===== config.mk =====
export PLATFORM = sky130hd
export DESIGN_NAME = pba_engine
export DESIGN_NICKNAME = d
export VERILOG_FILES = /design/src/sv/pba_pkg.sv /design/src/sv/pba_engine.sv
export VERILOG_INCLUDE_DIRS = /design/src /design/src/sv
export SDC_FILE = /design/constraint.sdc
export NUM_CORES = 1
export LEC_CHECK = 0
export ABC_AREA = 0
export BUFFER_PORTS_ARGS = -buffer_cell sky130_fd_sc_hd__buf_4
export CORE_MARGIN = 3
export CORE_UTILIZATION = 35
export DETAILED_ROUTE_END_ITERATION = 10
export GPL_ROUTABILITY_DRIVEN = 0
export PLACE_DENSITY = 0.5
export SLEW_MARGIN = 15
export SYNTH_ARGS = -nofsm -noshare
export SYNTH_HDL_FRONTEND = slang
export SYNTH_SLANG_ARGS = --single-unit
export TNS_END_PERCENT = 20

===== constraint.sdc =====
create_clock -name clock -period 12.2 [get_ports clock]
set_clock_uncertainty 0.2 [all_clocks]
set_input_delay 2.44 -clock clock [delete_from_list [all_inputs] [get_ports clock]]
set_output_delay 2.44 -clock clock [all_outputs]
set_load 0.02 [all_outputs]

===== src/sv/page_bitmap_allocator_unit_assert.svh =====
// ----------------------------------------------------------------------------
// Page bitmap allocator assertion macros
// Shared concurrent assertion forms for the allocator RTL.
// ----------------------------------------------------------------------------
`ifndef PAGE_BITMAP_ALLOCATOR_UNIT_ASSERT_SVH
`define PAGE_BITMAP_ALLOCATOR_UNIT_ASSERT_SVH

// same-cycle implication
`define PBA_ASSERT_NOW(name, clk, rst, ante, cons, msg) \
   name: assert property (@(posedge clk) disable iff (rst) (ante) |-> (cons)) \
      else $error(msg);

// next-cycle implication
`define PBA_ASSERT_NEXT(name, clk, rst, ante, cons, msg) \
   name: assert property (@(posedge clk) disable iff (rst) (ante) |=> (cons)) \
      else $error(msg);

`endif


===== src/sv/pba_pkg.sv =====
// ----------------------------------------------------------------------------
// pba_pkg
// Sizes, codes and shared types of the page bitmap allocator.
// ----------------------------------------------------------------------------
package pba_pkg;

   localparam int MAP_PAGES = 32768;
   localparam int PAGE_BITS = 12;
   localparam int MAP_WORDS = (MAP_PAGES + 31) / 32;
   localparam int WIDX_W    = $clog2(MAP_WORDS);
   localparam int KW        = $clog2(MAP_PAGES + 1);

   localparam int ACTION_W  = 3;
   localparam int ADDR_W    = 32;
   localparam int RUN_W     = 16;
   localparam int ALIGN_W   = 5;
   localparam int STATUS_W  = 2;
   localparam int COUNT_W   = 16;
   localparam int BASE_W    = 20;
   localparam int CSR_IDX_W = 1;
   localparam int CSR_DW    = 20;

   localparam logic [ACTION_W-1:0] ACT_ALLOC_ONE = 3'd0;
   localparam logic [ACTION_W-1:0] ACT_ALLOC_RUN = 3'd1;
   localparam logic [ACTION_W-1:0] ACT_FREE      = 3'd2;
   localparam logic [ACTION_W-1:0] ACT_RESERVE   = 3'd3;
   localparam logic [ACTION_W-1:0] ACT_CLEAR     = 3'd4;

   localparam logic [STATUS_W-1:0] ST_DONE    = 2'd0;
   localparam logic [STATUS_W-1:0] ST_NOSPACE = 2'd1;
   localparam logic [STATUS_W-1:0] ST_IGNORED = 2'd2;

   localparam logic [CSR_IDX_W-1:0] CSR_BASE_PAGE  = 1'b0;
   localparam logic [CSR_IDX_W-1:0] CSR_PAGE_COUNT = 1'b1;

   typedef struct packed {
      logic [ACTION_W-1:0] action;
      logic [ADDR_W-1:0]   address;
      logic [ADDR_W-1:0]   end_address;
      logic [RUN_W-1:0]    run_length;
      logic [ALIGN_W-1:0]  align_log2;
   } req_type;

   typedef struct packed {
      logic [ADDR_W-1:0]   result_address;
      logic [STATUS_W-1:0] status;
   } done_type;

endpackage


===== src/sv/pba_engine.sv =====
// ----------------------------------------------------------------------------
// pba_engine
// Sequencer that walks the page map one page per cycle, stalling while a map
// word is fetched into a write-through word buffer in front of the map RAM.
// ----------------------------------------------------------------------------
`include "page_bitmap_allocator_unit_assert.svh"

module pba_engine (
   input  logic                           clock,
   input  logic                           reset,
   input  logic                           req_valid,
   output logic                           req_ready,
   input  pba_pkg::req_type               req,
   input  logic [pba_pkg::ADDR_W-1:0]     base_pa,
   input  logic [pba_pkg::KW-1:0]         np,
   output logic                           ram_we,
   output logic [pba_pkg::WIDX_W-1:0]     ram_waddr,
   output logic [31:0]                    ram_wdata,
   output logic [pba_pkg::WIDX_W-1:0]     ram_raddr,
   input  logic [31:0]                    ram_rdata,
   output logic                           done_valid,
   input  logic                           done_ready,
   output pba_pkg::done_type              done,
   output logic [pba_pkg::KW-1:0]         used_count
);
   import pba_pkg::*;

   localparam logic [2:0] S_IDLE  = 3'd0;
   localparam logic [2:0] S_STEP  = 3'd1;
   localparam logic [2:0] S_FETCH = 3'd2;
   localparam logic [2:0] S_LOAD  = 3'd3;
   localparam logic [2:0] S_MARK  = 3'd4;
   localparam logic [2:0] S_FLUSH = 3'd5;
   localparam logic [2:0] S_DONE  = 3'd6;

   localparam logic [WIDX_W-1:0] LAST_WORD = WIDX_W'(MAP_WORDS - 1);

   logic [2:0]          state_ff, state_in, ret_ff, ret_in;
   logic [ACTION_W-1:0] op_ff, op_in;
   logic [KW-1:0]       k_ff, k_in, e_ff, e_in, start_ff, start_in, cnt_ff, cnt_in;
   logic [KW-1:0]       used_ff, used_in;
   logic [RUN_W-1:0]    n_ff, n_in;
   logic [31:0]         amask_ff, amask_in;
   logic [ADDR_W-1:0]   res_ff, res_in;
   logic [STATUS_W-1:0] status_ff, status_in;
   logic [31:0]         wbuf_ff, wbuf_in;
   logic [WIDX_W-1:0]   widx_ff, widx_in, fl_ff, fl_in;
   logic                wv_ff, wv_in, boot_ff, boot_in;

   logic [WIDX_W-1:0]   k_word;
   logic                word_ok, cur_bit;
   logic [31:0]         np32, pa_k, free_idx, rs_addr, rs_s, rs_e, rs_ec;

   assign k_word  = k_ff[WIDX_W+4:5];
   assign word_ok = wv_ff && (widx_ff == k_word);
   assign cur_bit = wbuf_ff[k_ff[4:0]];
   assign np32    = 32'(np);
   assign pa_k    = base_pa + (32'(k_ff) << PAGE_BITS);

   assign free_idx = (req.address - base_pa) >> PAGE_BITS;
   assign rs_addr  = (req.address < base_pa) ? base_pa : req.address;
   assign rs_s     = (rs_addr - base_pa) >> PAGE_BITS;
   assign rs_e     = (req.end_address - base_pa + 32'((1 << PAGE_BITS) - 1)) >> PAGE_BITS;
   assign rs_ec    = (rs_e > np32) ? np32 : rs_e;

   assign req_ready  = (state_ff == S_IDLE);
   assign done_valid = (state_ff == S_DONE);
   assign done.result_address = res_ff;
   assign done.status         = status_ff;
   assign used_count          = used_ff;

   always_comb begin
      state_in  = state_ff;
      ret_in    = ret_ff;
      op_in     = op_ff;
      k_in      = k_ff;
      e_in      = e_ff;
      start_in  = start_ff;
      cnt_in    = cnt_ff;
      used_in   = used_ff;
      n_in      = n_ff;
      amask_in  = amask_ff;
      res_in    = res_ff;
      status_in = status_ff;
      wbuf_in   = wbuf_ff;
      widx_in   = widx_ff;
      wv_in     = wv_ff;
      fl_in     = fl_ff;
      boot_in   = boot_ff;
      ram_we    = 1'b0;
      ram_raddr = k_word;

      unique case (state_ff)
         S_IDLE: begin
            if (req_valid) begin
               op_in     = req.action;
               res_in    = '0;
               status_in = ST_DONE;
               cnt_in    = '0;
               n_in      = req.run_length;
               amask_in  = (32'd1 << req.align_log2) - 32'd1;
               k_in      = '0;
               unique case (req.action)
                  ACT_ALLOC_ONE, ACT_ALLOC_RUN: begin
                     state_in = S_STEP;
                  end
                  ACT_FREE: begin
                     if (req.address < base_pa || free_idx >= np32) begin
                        status_in = ST_IGNORED;
                        state_in  = S_DONE;
                     end else begin
                        k_in     = KW'(free_idx);
                        state_in = S_STEP;
                     end
                  end
                  ACT_RESERVE: begin
                     if (req.end_address <= base_pa) begin
                        status_in = ST_IGNORED;
                        state_in  = S_DONE;
                     end else if (rs_s >= rs_ec) begin
                        state_in = S_DONE;
                     end else begin
                        k_in     = KW'(rs_s);
                        e_in     = KW'(rs_ec);
                        state_in = S_STEP;
                     end
                  end
                  ACT_CLEAR: begin
                     fl_in    = '0;
                     boot_in  = 1'b0;
                     state_in = S_FLUSH;
                  end
                  default: begin
                     status_in = ST_IGNORED;
                     state_in  = S_DONE;
                  end
               endcase
            end
         end

         S_STEP: begin
            unique case (op_ff)
               ACT_ALLOC_ONE: begin
                  if (32'(k_ff) >= np32) begin
                     status_in = ST_NOSPACE;
                     state_in  = S_DONE;
                  end else if (!word_ok) begin
                     ret_in   = S_STEP;
                     state_in = S_FETCH;
                  end else if (!cur_bit) begin
                     wbuf_in[k_ff[4:0]] = 1'b1;
                     ram_we   = 1'b1;
                     used_in  = used_ff + KW'(1);
                     res_in   = pa_k;
                     state_in = S_DONE;
                  end else begin
                     k_in = k_ff + KW'(1);
                  end
               end
               ACT_ALLOC_RUN: begin
                  if (cnt_ff == '0) begin
                     if (32'(k_ff) + 32'(n_ff) > np32) begin
                        res_in    = '0;
                        status_in = ST_NOSPACE;
                        state_in  = S_DONE;
                     end else if ((pa_k & amask_ff) != 32'd0) begin
                        k_in = k_ff + KW'(1);
                     end else if (n_ff == '0) begin
                        res_in   = pa_k;
                        state_in = S_DONE;
                     end else if (!word_ok) begin
                        ret_in   = S_STEP;
                        state_in = S_FETCH;
                     end else if (cur_bit) begin
                        k_in = k_ff + KW'(1);
                     end else begin
                        start_in = k_ff;
                        res_in   = pa_k;
                        if (n_ff == RUN_W'(1)) begin
                           e_in     = k_ff + KW'(1);
                           state_in = S_MARK;
                        end else begin
                           cnt_in = KW'(1);
                           k_in   = k_ff + KW'(1);
                        end
                     end
                  end else begin
                     if (!word_ok) begin
                        ret_in   = S_STEP;
                        state_in = S_FETCH;
                     end else if (cur_bit) begin
                        cnt_in = '0;
                        k_in   = k_ff + KW'(1);
                     end else if (32'(cnt_ff) + 32'd1 == 32'(n_ff)) begin
                        k_in     = start_ff;
                        e_in     = start_ff + KW'(n_ff);
                        state_in = S_MARK;
                     end else begin
                        cnt_in = cnt_ff + KW'(1);
                        k_in   = k_ff + KW'(1);
                     end
                  end
               end
               ACT_FREE: begin
                  if (!word_ok) begin
                     ret_in   = S_STEP;
                     state_in = S_FETCH;
                  end else if (cur_bit) begin
                     wbuf_in[k_ff[4:0]] = 1'b0;
                     ram_we   = 1'b1;
                     used_in  = used_ff - KW'(1);
                     state_in = S_DONE;
                  end else begin
                     status_in = ST_IGNORED;
                     state_in  = S_DONE;
                  end
               end
               ACT_RESERVE: begin
                  if (k_ff == e_ff) begin
                     state_in = S_DONE;
                  end else if (!word_ok) begin
                     ret_in   = S_STEP;
                     state_in = S_FETCH;
                  end else begin
                     if (!cur_bit) begin
                        wbuf_in[k_ff[4:0]] = 1'b1;
                        ram_we  = 1'b1;
                        used_in = used_ff + KW'(1);
                     end
                     k_in = k_ff + KW'(1);
                  end
               end
               default: begin
                  state_in = S_DONE;
               end
            endcase
         end

         S_MARK: begin
            if (k_ff == e_ff) begin
               state_in = S_DONE;
            end else if (!word_ok) begin
               ret_in   = S_MARK;
               state_in = S_FETCH;
            end else begin
               wbuf_in[k_ff[4:0]] = 1'b1;
               ram_we  = 1'b1;
               used_in = used_ff + KW'(1);
               k_in    = k_ff + KW'(1);
            end
         end

         S_FETCH: begin
            state_in = S_LOAD;
         end

         S_LOAD: begin
            wbuf_in  = ram_rdata;
            widx_in  = k_word;
            wv_in    = 1'b1;
            state_in = ret_ff;
         end

         S_FLUSH: begin
            ram_we  = 1'b1;
            wv_in   = 1'b0;
            used_in = '0;
            if (fl_ff == LAST_WORD) begin
               state_in = boot_ff ? S_IDLE : S_DONE;
            end else begin
               fl_in = fl_ff + WIDX_W'(1);
            end
         end

         S_DONE: begin
            if (done_ready) begin
               state_in = S_IDLE;
            end
         end

         default: begin
            state_in = S_IDLE;
         end
      endcase

      ram_waddr = (state_ff == S_FLUSH) ? fl_ff : widx_ff;
      ram_wdata = (state_ff == S_FLUSH) ? 32'd0 : wbuf_in;
   end

   always_ff @(posedge clock) begin
      if (reset) begin
         state_ff <= S_FLUSH;
         fl_ff    <= '0;
         boot_ff  <= 1'b1;
         wv_ff    <= 1'b0;
         used_ff  <= '0;
         ret_ff   <= S_STEP;
         op_ff    <= ACT_ALLOC_ONE;
         cnt_ff   <= '0;
      end else begin
         state_ff <= state_in;
         fl_ff    <= fl_in;
         boot_ff  <= boot_in;
         wv_ff    <= wv_in;
         used_ff  <= used_in;
         ret_ff   <= ret_in;
         op_ff    <= op_in;
         cnt_ff   <= cnt_in;
      end
   end

   always_ff @(posedge clock) begin
      k_ff      <= k_in;
      e_ff      <= e_in;
      start_ff  <= start_in;
      n_ff      <= n_in;
      amask_ff  <= amask_in;
      res_ff    <= res_in;
      status_ff <= status_in;
      wbuf_ff   <= wbuf_in;
      widx_ff   <= widx_in;
   end

   `PBA_ASSERT_NEXT(a_accept_leaves_idle, clock, reset, req_valid && req_ready, state_ff != S_IDLE, "accepted beat did not start work")
   `PBA_ASSERT_NOW(a_write_in_work, clock, reset, ram_we, state_ff == S_STEP || state_ff == S_MARK || state_ff == S_FLUSH, "map write outside a work state")
   `PBA_ASSERT_NOW(a_mark_free_page, clock, reset, state_ff == S_MARK && word_ok && k_ff != e_ff, !cur_bit, "run marks a used page")
   `PBA_ASSERT_NOW(a_used_bounded, clock, reset, 1'b1, 32'(used_ff) <= 32'(MAP_PAGES), "used count beyond map")

endmodule


==> impl_metrics.py, run 1 <==
metrics = {
    "run_status": {
        "status": "finished, final reports clean",
    },
    "sta": {
        "rsz0062_at_grt": "false",
        "min_period_ns": 10.14,
        "post-route-period-util_pct": 83.1,
        "setup_viol": 0,
        "slew_viol_final": 0,
        "finalHoldViolCount": 0,
        "relSlewSlack_pct": 27.8,
        "fin_setup_tns_ns": 0,
        "tightestPinTransition_ns": 1.08,
        "max_freq_mhz": 98.6,
    },
    "pwr": {
        "p_total_uw": 5460,
        "total_leakage_power_uw": 0.0117,
        "comb_power_share_pct": 59.8,
        "power_frac_seq_pct": 22.1,
        "p_int_uw": 2790,
        "p_clk_share_pct": 18.1,
        "swShare_pct": 48.9,
        "p_sw_uw": 2670,
        "irDropWorstVdd_mv": 0.116,
        "power.density_nw_per_um2": 196,
    },
    "yosys": {
        "yosys_warnings": 0,
        "ys.flop_type": "edfxtp_1",
        "ys_ff_latch": 224,
        "yosysSeqAreaShare_pct": 24.6,
        "syn_inst": 2992,
        "synth_edf_count": 140,
        "syn_avg_cell_area_sq_um": 7.99,
        "yosysUniqueCellTypes": 94,
        "syn-cell-area_sq_um": 23900,
        "async_reset_ff_share_pct": 0,
    },
    "detailed_routing": {
        "first_iter_violations": 2155,
        "wl_per_cell_um": 23.6,
        "wl_mm": 96.1,
        "firstDrtPassIters": 6,
        "via_per_inst": 6.02,
        "drcViolationCount": 0,
        "ant_nets": 0,
        "dr_total_vias": 24500,
    },
    "die": {
        "fp.dieH_um": 267,
        "die_x_um": 267,
        "start_util_pct": 35.5,
        "ios": 277,
        "rows": 95,
        "fp.dieArea_sq_um": 71500,
        "core_area_sq_um": 67400,
    },
    "critical_path": {
        "critPathRequiredTime_ns": 12.25,
        "end_kind": "register",
        "reg2reg_depth": 23,
        "arrival_ns": 10.19,
        "critPathMaxFanout": 28,
        "startpoint_type": "input pin",
        "criticalPathCategory": "in2reg",
    },
    "cts": {
        "cts_buffer_depth": 3,
        "cts_hold_buf": 0,
        "clkSlewWorstSetupHoldPaths_ns": 0.06,
        "cts_tree": "yes",
        "post_cts_buffers": 0,
        "root_buffer": "clkbuf_16",
        "cts_made_buffers": 30,
        "cts_resized": 0,
        "h-tree-depth": 1,
        "numClockSinks": 224,
        "insertion_delay_ns": 0.62,
    },
    "global_routing": {
        "grt_first_pass_wirelength_mm": 142,
        "grt_max_degree": 55,
        "overflow": 0,
        "antenna_found_initial": 9,
        "track_usage_pct": 25.7,
        "first_global_vias": 23400,
    },
    "place": {
        "io_buffer_count": 276,
        "dpl.hpwl_mm": 75.2,
    },
    "layout": {
        "area_delta_synth_final_pct": 16.6,
        "nets": 3625,
        "nFillCells": 6845,
        "multi_input_area_sq_um": 16900,
        "seqCellArea_sq_um": 5890,
        "drive_gt1_share_pct": 13.7,
    },
    "run": {
        "maxCapViolCount": 0,
    },
    "min_path": {
        "hold_depth": 1,
        "hold_path.class": "reg2reg",
    },
}
==> cells in the mapped netlist, types with 12 or more instances <==
cell type	instances	share of area (%)
nand2_1	304	4.8
ha_1	265	14
o21ai_0	262	5.5
a21oi_1	225	4.7
nor2_1	188	3.0
nand3_1	146	3.1
inv_1	143	2.2
edfxtp_1	140	18
clkbuf_1	134	2.1
xnor2_1	107	3.9
dfxtp_1	84	7.0
a21o_1	81	2.5
nor3_1	74	1.5
a31oi_1	73	1.9
xor2_1	69	2.5
nand4_1	59	1.5
and3_1	37	0.97
nor2b_1	33	0.86
a211oi_1	32	1.0
or3_1	29	0.76
mux2i_1	26	1.1
nand2b_1	25	0.65
o211ai_1	25	0.78
and2_1	22	0.58
a311oi_1	21	0.77
a22o_1	20	0.73
a22oi_1	20	0.63
o21a_1	20	0.63
o21bai_1	19	0.60
nor4_1	18	0.47
fa_1	17	1.4
o31ai_1	15	0.47
buf_4	14	0.44
buf_2	12	0.25
o21ai_1	12	0.25
==> flip-flops by register name (all words and copies together) (netlist names), 3 cells and up <==
signal	cells
cnt_ff	16
res_ff	32
used_count	16
start_ff	16
amask_ff	32
k_ff	16
fl_ff	10
widx_ff	10
op_ff	3
e_ff	16
n_ff	16
wbuf_ff	32
state_ff	3
==> power by group through the flow <==
| stage | clock (uW) | combinational (uW) | sequential [uW] |
|---|---|---|---|
| CTS | 1010 | 3220 | 1200 |
| floorplan | 0 | 2090 | 1200 |
| global route | 1040 | 3530 | 1220 |
| detailed placement | 0 | 3210 | 1220 |
| global placement | 0 | 3170 | 1220 |
| finish | 990 | 3270 | 1210 |
==> cells in the final DEF (no fill, tap or decap), types with 9 or more instances in the layout <==
| cell type | count |
|---|---|
| a211o_1 | 11 |
| a211oi_1 | 31 |
| a21o_1 | 81 |
| a21oi_1 | 225 |
| a221o_1 | 11 |
| a22o_1 | 20 |
| a22oi_1 | 20 |
| a311oi_1 | 21 |
| a31oi_1 | 73 |
| and2_1 | 21 |
| and3_1 | 36 |
| and4_1 | 11 |
| buf_4 | 314 |
| clkbuf_16 | 30 |
| dfxtp_1 | 84 |
| edfxtp_1 | 140 |
| fa_1 | 17 |
| ha_1 | 265 |
| inv_1 | 143 |
| mux2i_1 | 26 |
| mux4_2 | 9 |
| nand2_1 | 304 |
| nand2b_1 | 25 |
| nand3_1 | 146 |
| nand4_1 | 59 |
| nor2_1 | 186 |
| nor2b_1 | 33 |
| nor3_1 | 71 |
| nor4_1 | 17 |
| o211ai_1 | 25 |
| o21a_1 | 20 |
| o21ai_0 | 262 |
| o21ai_1 | 9 |
| o21bai_1 | 19 |
| o31ai_1 | 14 |
| or2_2 | 10 |
| or3_1 | 29 |
| xnor2_1 | 107 |
| xor2_1 | 69 |
==> final cells by class <==
class                   count  area share (%)
multi-input cells        2455            60.5
flip-flops and latches    224            21.1
repair buffers            315            8.51
well taps                 873            3.92
clock buffers              33            2.73
inverters                 145            1.95
clock inverters            23            1.23
diodes                      2          0.0180
==> worst paths after layout <==
path / startpoint / end / slack (ns)
min reg2reg: boot_ff$_SDFFE_PP1P_ / boot_ff$_SDFFE_PP1P_ / 0.26
max: base_pa[29] / e_ff[11]$_DFFE_PP_ / 2.06
max reg2reg: k_ff[0]$_DFFE_PP_ / e_ff[11]$_DFFE_PP_ / 5.32
min: boot_ff$_SDFFE_PP1P_ / boot_ff$_SDFFE_PP1P_ / 0.26
==> cell families after synthesis <==
| kind of cell | Yosys count | share of synthesized area [%] |
|---|---|---|
| AND/OR/NAND/NOR | 1002 | 20.6 |
| AO/OA/AOI/OAI | 951 | 25.6 |
| buffers and inverters | 316 | 5.34 |
| adder cells (fa/ha/maj) | 282 | 15.3 |
| flip-flops | 224 | 24.6 |
| XOR/XNOR | 176 | 6.44 |
| multiplexers | 39 | 2.12 |
| other | 2 | 0.0314 |
==> metrics by stage <==
| step | utilization, % | hold slack (ns) | area, sq um | std cells | setup slack (ns) |
|---|---|---|---|---|---|
| 4_1_cts | 41.3 | 0.268 | 27900 | 4067 | 1.97 |
| 3_3_place_gp | 39.7 | 0.241 | 26700 | 4011 | 1.60 |
| 3_5_place_dp | 39.7 | 0.252 | 26700 | 4011 | 1.37 |
| 5_1_grt | 41.4 | 0.288 | 27900 | 4068 | 1.58 |
| 2_1_floorplan | - | 0.227 | 23900 | 2995 | 2.03 |
| 6_report | 41.4 | 0.261 | 27900 | 4070 | 2.06 |
==> worst max-delay path, cell delays in order <==
cell	delay, ns
buf_4	0.15
inv_1	0.22
ha_1	0.46
and3_1	0.25
nand2_1	0.11
or4_1	0.68
o21ai_4	0.53
o21ai_0	0.19
ha_1	0.41
nand2_1	0.11
or4_1	0.56
o21ai_0	0.26
o31ai_1	0.10
o211a_1	0.22
a311oi_1	0.53
a41o_1	0.33
a21oi_1	0.10
xnor2_1	0.15
ha_1	0.30
nand3_1	0.10
nor2_1	0.06
a2111oi_0	0.40
a21oi_1	0.22
nor3_1	0.39
a31oi_1	0.20
nor3b_4	0.70
==> metal layers <==
| layer | up-vias | track usage, % | share of wire, % |
|---|---|---|---|
| li1 | 11500 | - | - |
| met1 | 11700 | 32.2 | 41 |
| met2 | 1059 | 44.0 | 47 |
| met3 | 210 | 4.53 | 7.2 |
| met4 | 12 | 10.3 | 4.6 |
| met5 | - | 0 | 0.096 |
Note: power is estimated with default switching activity, not from simulation.
==> run 2: changes to the inputs <==
--- a/config.mk
+++ b/config.mk
@@ -6,13 +6,13 @@
 export SDC_FILE = /design/constraint.sdc
 export NUM_CORES = 1
 export LEC_CHECK = 0
-export ABC_AREA = 0
+export ABC_AREA = 1
 export BUFFER_PORTS_ARGS = -buffer_cell sky130_fd_sc_hd__buf_4
 export CORE_MARGIN = 3
 export CORE_UTILIZATION = 35
 export DETAILED_ROUTE_END_ITERATION = 10
 export GPL_ROUTABILITY_DRIVEN = 0
-export PLACE_DENSITY = 0.5
+export PLACE_DENSITY = 0.52
 export SLEW_MARGIN = 15
 export SYNTH_ARGS = -nofsm -noshare
 export SYNTH_HDL_FRONTEND = slang
==> constraint.sdc (replaced) <==
create_clock -name clock -period 8.86 [get_ports clock]
set_clock_uncertainty 0.2 [all_clocks]
set_input_delay 1.772 -clock clock [delete_from_list [all_inputs] [get_ports clock]]
set_output_delay 1.772 -clock clock [all_outputs]
set_load 0.02 [all_outputs]
==> run 2 against run 1 <==
Against the previous run:
- die area increased by 9.1%
- combinational power increased by 72%
- global-route usage increased by 0.63 points
- critical path type unchanged
- critical path depth increased by 12
- wire length increased by 11%
==> impl_metrics.py, run 2 <==
metrics = {
    "detailed_routing": {
        "wl_mm": 106,
        "drcViolationCount": 0,
        "wl_per_cell_um": 20.4,
        "via_per_inst": 5.40,
        "firstDrtPassIters": 5,
        "dr_total_vias": 28100,
        "ant_nets": 0,
        "first_iter_violations": 2240,
    },
    "yosys": {
        "syn_avg_cell_area_sq_um": 6.57,
        "synth_edf_count": 140,
        "yosysMostFrequentCell": "nand2_1",
        "yosysUniqueCellTypes": 74,
        "synth_commonest_cells": "nand2_1 (968), inv_1 (472), nor2_1 (397)",
        "ys_ff_latch": 224,
        "yosys_warnings": 0,
        "yosysSeqAreaShare_pct": 22.5,
        "syn-cell-area_sq_um": 26200,
        "yosysTopAreaCell": "edfxtp_1",
        "yosysTopAreaCellShare_pct": 16.1,
        "syn_inst": 3980,
        "ys.flop_type": "edfxtp_1",
        "async_reset_ff_share_pct": 0,
        "synth.area.top_cells": "edfxtp_1 (16%), nand2_1 (14%), ha_1 (13%)",
    },
    "critical_path": {
        "reg2reg_depth": 24,
        "crit_family": "simple AND/OR/NAND/NOR gates",
        "crit_cells": 38,
        "criticalPathCategory": "in2reg",
        "max_stage_delay_ns": 0.47,
        "startpoint_type": "input pin",
        "crit_slowest_cell": "fa_1",
        "critPathMaxFanout": 16,
        "end_kind": "register",
        "critPathBufInv": 7,
        "critPathRequiredTime_ns": 8.95,
        "arrival_ns": 8.38,
        "cpMostUsedCell": "nand2_1",
    },
    "sta": {
        "setup_viol": 0,
        "post-route-period-util_pct": 93.5,
        "hold-worst-slack_ns": 0.266,
        "slew_viol_final": 0,
        "finalHoldViolCount": 0,
        "tightestPinTransition_ns": 1.11,
        "relSlewSlack_pct": 25.5,
        "finalWorstSetupSlack_ns": 0.572,
        "max_freq_mhz": 121,
        "fin_setup_tns_ns": 0,
        "rsz0062_at_grt": "false",
        "min_period_ns": 8.29,
    },
    "run_status": {
        "status": "finished, final reports clean",
    },
    "pwr": {
        "power.density_nw_per_um2": 292,
        "total_leakage_power_uw": 0.0141,
        "irDropWorstVdd_mv": 0.124,
    },
    "cts": {
        "numClockSinks": 224,
        "cts_tree": "yes",
        "h-tree-depth": 1,
        "cts_hold_buf": 0,
        "insertion_delay_ns": 0.61,
        "root_buffer": "clkbuf_16",
        "clkSlewWorstSetupHoldPaths_ns": 0.06,
        "cts_buffer_depth": 3,
        "cts_made_buffers": 31,
    },
    "run": {
        "maxCapViolCount": 0,
    },
    "layout": {
        "area_delta_synth_final_pct": 15.8,
        "nets": 4670,
        "layout_common_cells": "nand2_1 (968), inv_1 (471), nor2_1 (392), a21oi_1 (319), buf_4 (317)",
        "top_regs": "amask_ff x32, res_ff x32, wbuf_ff x32",
        "drive_gt1_share_pct": 11.1,
        "final_common_cell": "nand2_1",
    },
    "min_path": {
        "hold_path.class": "reg2reg",
        "hold_depth": 2,
    },
    "global_routing": {
        "overflow": 0,
        "grt_max_degree": 52,
        "grt_first_pass_wirelength_mm": 160,
        "track_usage_pct": 26.4,
        "antenna_found_initial": 14,
        "first_global_vias": 26200,
    },
    "place": {
        "dp_slack_ns": 0.0125,
        "dpl.hpwl_mm": 86.1,
        "io_buffer_count": 276,
    },
    "die": {
        "ios": 277,
        "start_util_pct": 35.6,
        "fp.dieArea_sq_um": 78000,
        "core_area_sq_um": 73500,
        "rows": 99,
        "fp.dieH_um": 279,
        "die_x_um": 279,
    },
}
==> run 2: repair_timing <==
item                       in CTS  in global routing
setup endpoints to repair       0                 31
setup buffers                   0                  1
gates resized for setup         0                  4
==> run 2: area by class of cell <==
cell class              count  area (sq um)
clock buffers              43           882
diodes                      6          15.0
well taps                 959          1200
flip-flops and latches    224          5890
fillers                  7966         43200
multi-input cells        3141         17900
clock inverters            15           138
inverters                 500          1880
repair buffers            318          2400
==> run 2: logic make-up after synthesis <==
group	synth area share, %
simple gates	29.8
mux	0.0383
xor+xnor	4.20
buf+inv	9.32
fa+ha+maj	14.0
flops	22.5
compound gates	20.1
other cells	0.0287
==> run 2: final timing paths <==
check,slack [ns],start,to
min,0.27,boot_ff$_SDFFE_PP1P_,boot_ff$_SDFFE_PP1P_
min reg2reg,0.27,boot_ff$_SDFFE_PP1P_,boot_ff$_SDFFE_PP1P_
max,0.57,base_pa[8],e_ff[11]$_DFFE_PP_
max reg2reg,2.61,k_ff[3]$_DFFE_PP_,res_ff[22]$_SDFFCE_PN0P_
==> run 2: per-stage QoR <==
| step | total power [uW] | utilization [%] | instances | cell area [sq um] |
|---|---|---|---|---|
| floorplan | 5580 | - | 3983 | 26200 |
| global placement | 7510 | 39.8 | 5141 | 29200 |
| detailed placement | 7500 | 39.8 | 5141 | 29200 |
| CTS | 8830 | 41.2 | 5199 | 30300 |
| global route | 9570 | 41.2 | 5200 | 30300 |
| finish | 8840 | 41.2 | 5206 | 30300 |
==> run 2: power breakdown <==
group / internal, uW / switching, uW
Combinational: 1870 / 3770
Clock: 752 / 531
Sequential: 1530 / 390
==> run 2: metal layers <==
| metal | share of wire [%] | global-route usage [%] |
|---|---|---|
| met5 | 0.086 | 0 |
| met4 | 3.2 | 7.38 |
| met3 | 7.0 | 4.11 |
| met2 | 47 | 45.4 |
| met1 | 43 | 34.3 |
==> run 2: worst reg2reg max path: cells and delay by family, from the launching register on <==
| kind | cells | cell delay (ns) |
|---|---|---|
| AO/OA/AOI/OAI | 8 | 1.45 |
| flip-flops | 1 | 0.70 |
| buffers and inverters | 2 | 0.52 |
| adder cells (fa/ha/maj) | 2 | 0.79 |
| AND/OR/NAND/NOR | 11 | 2.22 |
| XOR/XNOR | 1 | 0.22 |
